--- config.mk ---
export PLATFORM = sky130hd
export DESIGN_NAME = lenient_utf8_decoder_top
export DESIGN_NICKNAME = d
export VERILOG_FILES = /design/src/rtl/core/lu8d_pkg.sv /design/src/rtl/core/lu8d_ctrl.sv /design/src/rtl/core/lu8d_dpath.sv /design/src/rtl/core/lenient_utf8_decoder_top.sv
export SDC_FILE = /design/constraint.sdc
export NUM_CORES = 1
export LEC_CHECK = 0
export BUFFER_PORTS_ARGS = -buffer_cell sky130_fd_sc_hd__buf_2
export CAP_MARGIN = 20
export CORE_UTILIZATION = 50
export CTS_BUF_LIST = sky130_fd_sc_hd__clkbuf_4 sky130_fd_sc_hd__clkbuf_8 sky130_fd_sc_hd__clkbuf_16
export CTS_CLUSTER_DIAMETER = 30
export CTS_CLUSTER_SIZE = 20
export DETAILED_ROUTE_END_ITERATION = 8
export HOLD_SLACK_MARGIN = 0.1
export PLACE_DENSITY_LB_ADDON = 0.08
export SYNTH_ARGS = -nofsm -noshare
export SYNTH_HDL_FRONTEND = slang
export SYNTH_SLANG_ARGS = --single-unit
--- constraint.sdc ---
create_clock -name aclk -period 4.13 [get_ports aclk]
set_clock_uncertainty 0.15 [all_clocks]
set_input_delay 0.6195 -clock aclk [delete_from_list [all_inputs] [get_ports aclk]]
set_output_delay 0.6195 -clock aclk [all_outputs]
set_load 0.02 [all_outputs]
--- src/rtl/core/lu8d_pkg.sv ---
// Shared types, byte-class constants and the segment decode function for the
// lenient UTF-8 decoder. No dependencies; used by the controller, the datapath and the top level.
`timescale 1ns / 1ps
`default_nettype none

package lu8d_pkg;

    localparam int unsigned QUEUE_BYTES = 4;
    localparam int unsigned QUEUE_W     = 8 * QUEUE_BYTES;
    localparam int unsigned CP_W        = 21;

    localparam logic [7:0] ASCII_LIMIT = 8'h80;
    localparam logic [7:0] MASK_E0     = 8'hE0;
    localparam logic [7:0] MASK_F0     = 8'hF0;
    localparam logic [7:0] LEAD_TWO    = 8'hC0;
    localparam logic [7:0] LEAD_THREE  = 8'hE0;
    localparam logic [7:0] CONT_MASK   = 8'hC0;
    localparam logic [7:0] CONT_MARK   = 8'h80;
    localparam logic [7:0] BITS_TWO    = 8'h1F;
    localparam logic [7:0] BITS_THREE  = 8'h0F;
    localparam logic [7:0] BITS_FOUR   = 8'h07;
    localparam logic [7:0] BITS_CONT   = 8'h3F;

    typedef struct packed {
        logic [CP_W-1:0] cp;
        logic [2:0]      len;
        logic            broken;
        logic            waiting;
    } seg_t;

    typedef struct packed {
        logic load;
        logic step;
    } cmd_t;

    typedef struct packed {
        logic out_free;
        logic waiting;
        logic last;
    } status_t;

    // Decodes the sequence that starts at the lowest byte of q, cnt bytes valid.
    function automatic seg_t seg_eval(input logic [QUEUE_W-1:0] q,
                                      input logic [2:0] cnt,
                                      input logic eot);
        logic [7:0]      lead;
        logic [7:0]      cont;
        logic [2:0]      need;
        logic [CP_W-1:0] cp;
        logic            stop;
        seg_t            r;
        lead      = q[7:0];
        r.broken  = 1'b0;
        r.waiting = 1'b0;
        stop      = 1'b0;
        if (lead < ASCII_LIMIT) begin
            need = 3'd1;
            cp   = {13'd0, lead};
        end else if ((lead & MASK_E0) == LEAD_TWO) begin
            need = 3'd2;
            cp   = {13'd0, lead & BITS_TWO};
        end else if ((lead & MASK_F0) == LEAD_THREE) begin
            need = 3'd3;
            cp   = {13'd0, lead & BITS_THREE};
        end else begin
            need = 3'd4;
            cp   = {13'd0, lead & BITS_FOUR};
        end
        for (int i = 1; i < QUEUE_BYTES; i++) begin
            cont = q[8*i +: 8];
            if (!stop && (3'(i) < need)) begin
                if (3'(i) >= cnt) begin
                    if (eot) begin
                        r.broken = 1'b1;
                    end else begin
                        r.waiting = 1'b1;
                    end
                    stop = 1'b1;
                end else if ((cont & CONT_MASK) != CONT_MARK) begin
                    r.broken = 1'b1;
                    stop     = 1'b1;
                end else begin
                    cp = {cp[CP_W-7:0], cont[5:0] & BITS_CONT[5:0]};
                end
            end
        end
        if (r.broken) begin
            r.cp  = {13'd0, lead};
            r.len = 3'd1;
        end else begin
            r.cp  = cp;
            r.len = need;
        end
        return r;
    endfunction

endpackage

`default_nettype wire

--- src/rtl/core/lu8d_ctrl.sv ---
// Controller state machine of the lenient UTF-8 decoder.
// Depends on lu8d_pkg for the command and status structs.
`timescale 1ns / 1ps
`default_nettype none

module lu8d_ctrl (
    input  wire logic              aclk,
    input  wire logic              aresetn,
    input  wire logic              s_tvalid,
    output logic                   s_tready,
    input  wire lu8d_pkg::status_t status,
    output lu8d_pkg::cmd_t         cmd
);

    typedef enum logic [0:0] {
        ST_IDLE,
        ST_EVAL
    } state_t;

    state_t state_reg;
    logic   tready_reg;

    always_comb begin
        cmd.load = s_tvalid && tready_reg;
        cmd.step = (state_reg == ST_EVAL) && status.out_free;
    end

    assign s_tready = tready_reg;

    always_ff @(posedge aclk) begin
        if (!aresetn) begin
            state_reg  <= ST_IDLE;
            tready_reg <= 1'b1;
        end else begin
            unique case (state_reg)
                ST_IDLE: begin
                    if (s_tvalid && tready_reg) begin
                        state_reg  <= ST_EVAL;
                        tready_reg <= 1'b0;
                    end
                end
                ST_EVAL: begin
                    if (status.out_free && (status.waiting || status.last)) begin
                        state_reg  <= ST_IDLE;
                        tready_reg <= 1'b1;
                    end
                end
                default: begin
                    state_reg  <= ST_IDLE;
                    tready_reg <= 1'b1;
                end
            endcase
        end
    end

endmodule

`default_nettype wire

--- src/rtl/core/lu8d_dpath.sv ---
// Datapath of the lenient UTF-8 decoder: byte queue, segment decode and
// the result register. Depends on lu8d_pkg.
`timescale 1ns / 1ps
`default_nettype none

module lu8d_dpath (
    input  wire logic              aclk,
    input  wire logic              aresetn,
    input  wire logic [7:0]        s_tdata,
    input  wire logic              s_tlast,
    input  wire lu8d_pkg::cmd_t    cmd,
    output lu8d_pkg::status_t      status,
    output logic                   m_tvalid,
    input  wire logic              m_tready,
    output logic [23:0]            m_tdata,
    output logic                   m_tlast,
    output logic [1:0]             m_tuser
);

    logic [lu8d_pkg::QUEUE_W-1:0] q_reg;
    logic [lu8d_pkg::QUEUE_W-1:0] q_next;
    logic [lu8d_pkg::QUEUE_W-1:0] q_shift;
    logic [2:0]                   cnt_reg;
    logic [2:0]                   cnt_next;
    logic [2:0]                   rem;
    logic                         eot_reg;
    logic                         valid_reg;
    logic [lu8d_pkg::CP_W-1:0]    cp_reg;
    logic [2:0]                   len_reg;
    logic                         fallback_reg;
    logic                         last_reg;
    logic                         done_reg;
    lu8d_pkg::seg_t               cur;
    lu8d_pkg::seg_t               nxt;
    logic                         last;
    logic                         emit;

    always_comb begin
        cur     = lu8d_pkg::seg_eval(q_reg, cnt_reg, eot_reg);
        rem     = cnt_reg - cur.len;
        q_shift = q_reg >> {cur.len, 3'b000};
        nxt     = lu8d_pkg::seg_eval(q_shift, rem, eot_reg);
        last    = (rem == 3'd0) || nxt.waiting;
        emit    = cmd.step && !cur.waiting;
    end

    always_comb begin
        status.out_free = !valid_reg || m_tready;
        status.waiting  = cur.waiting;
        status.last     = last;
    end

    always_comb begin
        q_next   = q_reg;
        cnt_next = cnt_reg;
        if (cmd.load) begin
            q_next[{cnt_reg[1:0], 3'b000} +: 8] = s_tdata;
            cnt_next = cnt_reg + 3'd1;
        end else if (emit) begin
            q_next   = q_shift;
            cnt_next = rem;
        end
    end

    always_ff @(posedge aclk) begin
        if (!aresetn) begin
            cnt_reg   <= 3'd0;
            valid_reg <= 1'b0;
        end else begin
            cnt_reg <= cnt_next;
            if (emit) begin
                valid_reg <= 1'b1;
            end else if (m_tready) begin
                valid_reg <= 1'b0;
            end
        end
    end

    always_ff @(posedge aclk) begin
        q_reg <= q_next;
        if (cmd.load) begin
            eot_reg <= s_tlast;
        end
        if (emit) begin
            cp_reg       <= cur.cp;
            len_reg      <= cur.len;
            fallback_reg <= cur.broken;
            last_reg     <= last;
            done_reg     <= last && eot_reg;
        end
    end

    assign m_tvalid = valid_reg;
    assign m_tdata  = {len_reg, cp_reg};
    assign m_tlast  = last_reg;
    assign m_tuser  = {done_reg, fallback_reg};

endmodule

`default_nettype wire

--- src/rtl/core/lenient_utf8_decoder_top.sv ---
// Top level of the lenient UTF-8 decoder: controller and datapath joined.
// Depends on lu8d_pkg, lu8d_ctrl and lu8d_dpath.
// The first result of a beat is registered once the controller has moved to its
// evaluate state and the output register is free. A new beat is not taken until
// the results of the last one are decoded; the datapath decodes one sequence per
// cycle from the held byte queue while the output register is free.
// Reset clears the controller, the held byte count and the result valid flag.
`timescale 1ns / 1ps
`default_nettype none

module lenient_utf8_decoder_top (
    input  wire logic        aclk,
    input  wire logic        aresetn,
    input  wire logic        s_tvalid,
    output logic             s_tready,
    input  wire logic [7:0]  s_tdata,   // data_byte[7:0]
    input  wire logic        s_tlast,
    output logic             m_tvalid,
    input  wire logic        m_tready,
    output logic [23:0]      m_tdata,   // code_point[20:0], bytes_taken[23:21]
    output logic             m_tlast,
    output logic [1:0]       m_tuser    // is_fallback[0], text_done[1]
);

    lu8d_pkg::cmd_t    cmd;
    lu8d_pkg::status_t status;

    lu8d_ctrl u_ctrl (
        .aclk     (aclk),
        .aresetn  (aresetn),
        .s_tvalid (s_tvalid),
        .s_tready (s_tready),
        .status   (status),
        .cmd      (cmd)
    );

    lu8d_dpath u_dpath (
        .aclk     (aclk),
        .aresetn  (aresetn),
        .s_tdata  (s_tdata),
        .s_tlast  (s_tlast),
        .cmd      (cmd),
        .status   (status),
        .m_tvalid (m_tvalid),
        .m_tready (m_tready),
        .m_tdata  (m_tdata),
        .m_tlast  (m_tlast),
        .m_tuser  (m_tuser)
    );

endmodule

`default_nettype wire

# Word level (Yosys, flattened, before mapping)
# Cells that the tools add are included.
[totals]
regBits = 66
inputBits = 13
out_inout_bits = 29
[op_classes]
magnitude_cmp = 14
bitwise = 1
addsub = 3
n_reduce_logical = 22
n_shift = 3
n_eq_ne = 11
mux = 73
[ops]
columns = ["operator", "count"]
rows = [
  ["$mux 21", 9],
  ["$mux 32", 2],
  ["$mux 1", 42],
  ["$bwmux 32", 1],
  ["$shift 8x7->32 const A", 1],
  ["$shiftx 8x7->32", 1],
  ["$shr 32x6->32", 1],
  ["$mux 3", 8],
  ["$lt 8x8->1 const B", 2],
  ["$ne 2x2->1 const B", 7],
  ["$ge 2x3->1 const A", 4],
  ["$lt 2x3->1 const A", 4],
  ["$mux 11", 1],
  ["$mux 2", 5],
  ["$logic_and 1x1->1", 9],
  ["$eq 4x4->1 const B", 2],
  ["$mux 8", 1],
  ["$neg 5->7", 1],
  ["$eq 3x3->1 const B", 2],
  ["$ge 1x3->1 const A", 2],
  ["$logic_not 1->1", 6],
  ["$lt 1x3->1 const A", 2],
  ["$mux 5", 1],
  ["$mux 4", 1],
  ["other kinds (8)", 12],
]

# Logic depth before layout (Yosys ltp)
[depth]
depth_word = 32
ltp_mapped = 15
mapped_depth_nobuf = 15

# By module
# A second synthesis with hierarchy kept.
[unflattened]
hier_cells = 370
area_unflattened_um2 = 3787.4
[modules_own_cells]
columns = ["mod", "area_per_inst_um2", "cells_per_inst", "n_inst"]
rows = [
  ["lu8d_dpath", 3696.0, 360, 1],
  ["lu8d_ctrl", 91.3, 10, 1],
]

# Worst setup path before layout
# Ideal clock, no wire load.
[synth_timing]
kind = "register -> register"
from = "register u_dpath.cnt_reg[0]"
to = "register u_ctrl.tready_reg (netlist: u_ctrl.s_tready)"
slack_ns = 0.307
path_stages_with_launch = 15
path_buffers = 0
setup_ns = 0.116
synth_period_minus_slack_ns = 3.823
arrival_ns = 3.557
required_time_ns = 3.864
path_cell_list = "dfxtp_1 > inv_1 > ha_1 > and3b_4 > o21ba_4 > mux2_4 > nor2_1 > a21oi_2 > nand3_1 > ha_1 > fa_1 > a2111oi_0 > o21a_1 > o31ai_2 > a31o_1"
[synth_rtl]
columns = ["item", "line", "text"]
rows = [
  ["start, declared", "lu8d_dpath.sv:23", "logic [2:0] cnt_reg;"],
  ["start signal, assigned", "lu8d_dpath.sv:70", "cnt_reg <= cnt_next;"],
  ["end signal, assigned", "lu8d_ctrl.sv:33", "tready_reg <= 1'b1;"],
  ["end signal, assigned", "lu8d_ctrl.sv:39", "tready_reg <= 1'b0;"],
  ["end signal, assigned", "lu8d_ctrl.sv:45", "tready_reg <= 1'b1;"],
  ["end, declared", "lu8d_ctrl.sv:21", "logic tready_reg;"],
]

==> flow_metrics.tcl <==
set metrics [dict create \
    path_common_cell "ha_1" \
    drt.antenna.violating_nets 0 \
    root_buffer "clkbuf_8" \
    ys_ff_latch 66 \
    antenna_found_initial 0 \
    wl_per_cell_um 18.41 \
    tritoncts "built" \
    fp.dieW_um 88.49 \
    synthFlopType "edfxtp_1" \
    crit_chain "inv_1 > ha_1 > and3b_4 > o21ba_4 > mux2_4 > nor2_2 > a21oi_2 > nand3_1 > ha_1 > fa_1 > a2111oi_0 > o21a_1 > o31ai_2 > a31o_1" \
    fmax_ghz 0.2571 \
    clkLatencyLatePin_ns 0.35 \
    crit_family "compound AO/OA/AOI/OAI gates" \
    totalWireLength_um 9225 \
    critPathCaptureType "flip-flop" \
    p_total_mw 2.283 \
    cpPeakStageDelay_ns 0.50 \
    viasPerCell 5.948 \
    drive_gt1_share_pct 20.40 \
    timing.rr.end "u_ctrl.s_tready$_SDFFE_PN1P_" \
    hold-path-cell-count 1 \
    setup_viol 0 \
    max-slew-margin-rel_pct 40.71 \
    path_class "reg2reg" \
    cts_max_level 3 \
    yosysWarnings 0 \
    ff2ff_path_depth 14 \
    power.density_mw_per_mm2 543.8 \
    final_cell_mix "60 x edfxtp_1, 42 x buf_2, 40 x nand2_1" \
    setup_tns_ns 0 \
    final_util_pct 57.89 \
    die_y_um 88.49 \
    cts_inserted_buffers 9 \
    dp_hpwl_um 6809 \
    synth.net_count 378 \
    drtIter0Drc 342 \
    design_area_mm2 0.004199 \
    outcome "completed" \
    rsz0062_at_grt "no" \
    path_clk_slew_ns 0.07 \
    hold_viol_final 0 \
    clock_path_buffers 2 \
    p_leak_nw 1.644 \
    cts.sinks 66 \
    port-buffer-count 41 \
    peakVddDrop_mv 0.2248 \
    yosysUniqueCellTypes 65 \
    worstHoldEndpoint "u_dpath.eot_reg$_DFFE_PP_" \
    post-route-period-util_pct 94.17 \
    dieArea_mm2 0.007830 \
    grt_pass1_vias 2640 \
    fp.coreArea_mm2 0.007253 \
    synthArstFlopShare_pct 0 \
    post_cts_buffers 0 \
    place_ws_ns 0.1834 \
    grtUsageTotal_pct 25.43 \
    grt_pass1_wl_um 14460 \
    synth_edf_count 60 \
    drv_slew 0 \
    dr.pass1.iters 5 \
    synth_area_mm2 0.003740 \
    r2r_setup_slack_ns 0.24 \
    arrival_ns 3.99 \
    drv_cap 0 \
    rows 31 \
    cts_hold_buf 0 \
    largest_register_ffs 32 \
    post_dp_cell_area_mm2 0.004008 \
    r2r_start "u_dpath.cnt_reg[0]$_SDFFE_PN0P_" \
    holdCritStartpoint "s_tlast" \
    critPathLaunchType "flip-flop" \
    final_common_cell "edfxtp_1" \
    path_max_fanout 8 \
    overflow 0 \
    io_pins 42 \
    crit_slowest_cell "fa_1" \
    cts-resized-gates 0 \
    netlist_instances 358 \
    seq_area_frac_synth_pct 51.39 \
    path_buf_inv 1 \
    fin_crit_ns 3.889 \
    syn_avg_cell_area_um2 10.45 \
    worst_pin_slew_ns 0.8825 \
    vias 2980 \
    cp.required_ns 4.23 \
    area_delta_synth_final_pct 12.28 \
    hold_class "in2reg" \
    place.gp.congestion 0.9264 \
    fin_ws_ns 0.2407 \
    final_nets 417 \
    diodes 0 \
    drcViolationCount 0 \
    grt_max_degree 29 \
    initial_core_util_pct 51.56 \
]
-- report_power, final --
group / leakage [nW] / internal, mW / switching (mW)
sequential: 0.626 / 0.889 / 0.101
clock: 0.0791 / 0.215 / 0.265
combinational: 0.939 / 0.299 / 0.514
-- Yosys cell counts (all sizes together), types with 2 or more instances --
| cell | instances | area (µm²) |
|---|---|---|
| o211ai | 4 | 30.03 |
| o21ai | 33 | 172.7 |
| o31ai | 2 | 20.02 |
| a31oi | 2 | 12.51 |
| and3 | 7 | 43.79 |
| a2111oi | 2 | 17.52 |
| ha | 6 | 75.07 |
| nor2 | 16 | 62.56 |
| nand2b | 5 | 31.28 |
| a211oi | 2 | 15.01 |
| inv | 12 | 45.04 |
| a31o | 2 | 17.52 |
| nand2 | 40 | 150.1 |
| o32ai | 2 | 17.52 |
| a22oi | 13 | 97.59 |
| and2 | 11 | 68.82 |
| mux2 | 2 | 26.27 |
| clkbuf | 9 | 33.78 |
| and4 | 2 | 17.52 |
| or2 | 3 | 21.28 |
| nor4 | 2 | 12.51 |
| nand3 | 14 | 75.07 |
| a22o | 9 | 78.83 |
| a21boi | 4 | 30.03 |
| a21o | 8 | 60.06 |
| nand3b | 2 | 15.01 |
| a21oi | 26 | 145.2 |
| buf | 11 | 65.07 |
| nor3 | 6 | 30.03 |
| o22ai | 4 | 25.02 |
| edfxtp | 60 | 1802 |
| xnor2 | 2 | 17.52 |
| dfxtp | 6 | 120.1 |
| mux2i | 13 | 130.1 |
-- layout make-up --
cell class,instances,area (µm²)
inverter,12,45.04
clock inverter,7,45.04
timing repair buffer,48,255.2
clock buffer,9,123.9
sequential,66,1923
fill,636,3054
multi-input combinational,260,1683
tap,99,123.9
-- worst max path at each step --
stage               slack (ns)                           end                            start  cells after the start
detailed placement        0.18  u_ctrl.s_tready$_SDFFE_PN1P_  u_dpath.cnt_reg[0]$_SDFFE_PN0P_                     14
CTS                       0.16  u_ctrl.s_tready$_SDFFE_PN1P_  u_dpath.cnt_reg[0]$_SDFFE_PN0P_                     14
global route              0.02  u_ctrl.s_tready$_SDFFE_PN1P_  u_dpath.cnt_reg[0]$_SDFFE_PN0P_                     14
floorplan                 0.31  u_ctrl.s_tready$_SDFFE_PN1P_  u_dpath.cnt_reg[0]$_SDFFE_PN0P_                     14
finish                    0.24  u_ctrl.s_tready$_SDFFE_PN1P_  u_dpath.cnt_reg[0]$_SDFFE_PN0P_                     14
global placement          0.30  u_ctrl.s_tready$_SDFFE_PN1P_  u_dpath.cnt_reg[0]$_SDFFE_PN0P_                     14
-- per-stage QoR --
stage	hold WS [ns]	cells
after floorplan	0.3202	358
after global placement	0.3362	483
after detailed placement	0.3716	483
after CTS	0.2832	499
after global routing	0.2901	501
final	0.2910	501
-- cells by family (layout without fill, tap and decap cells) --
group,Yosys count,after routing,synth area share [%]
AO/OA/AOI/OAI,122,122,22.12
AND/OR/NAND/NOR,113,113,15.22
flip-flops,66,66,51.39
buffers and inverters,32,76,3.847
multiplexers,15,15,4.182
adder cells (fa/ha/maj),7,7,2.543
XOR/XNOR,3,3,0.7027
-- metal layers --
| metal | GRT usage (%) | vias to the layer above | part of all wire (%) |
|---|---|---|---|
| li1 | - | 1428 | - |
| met1 | 39.45 | 1391 | 48 |
| met2 | 35.73 | 144 | 43 |
| met3 | 3.172 | 17 | 6.9 |
| met4 | 10.26 | 0 | 2.5 |
| met5 | 0 | - | 0 |
(Power assumes the default switching activity.)
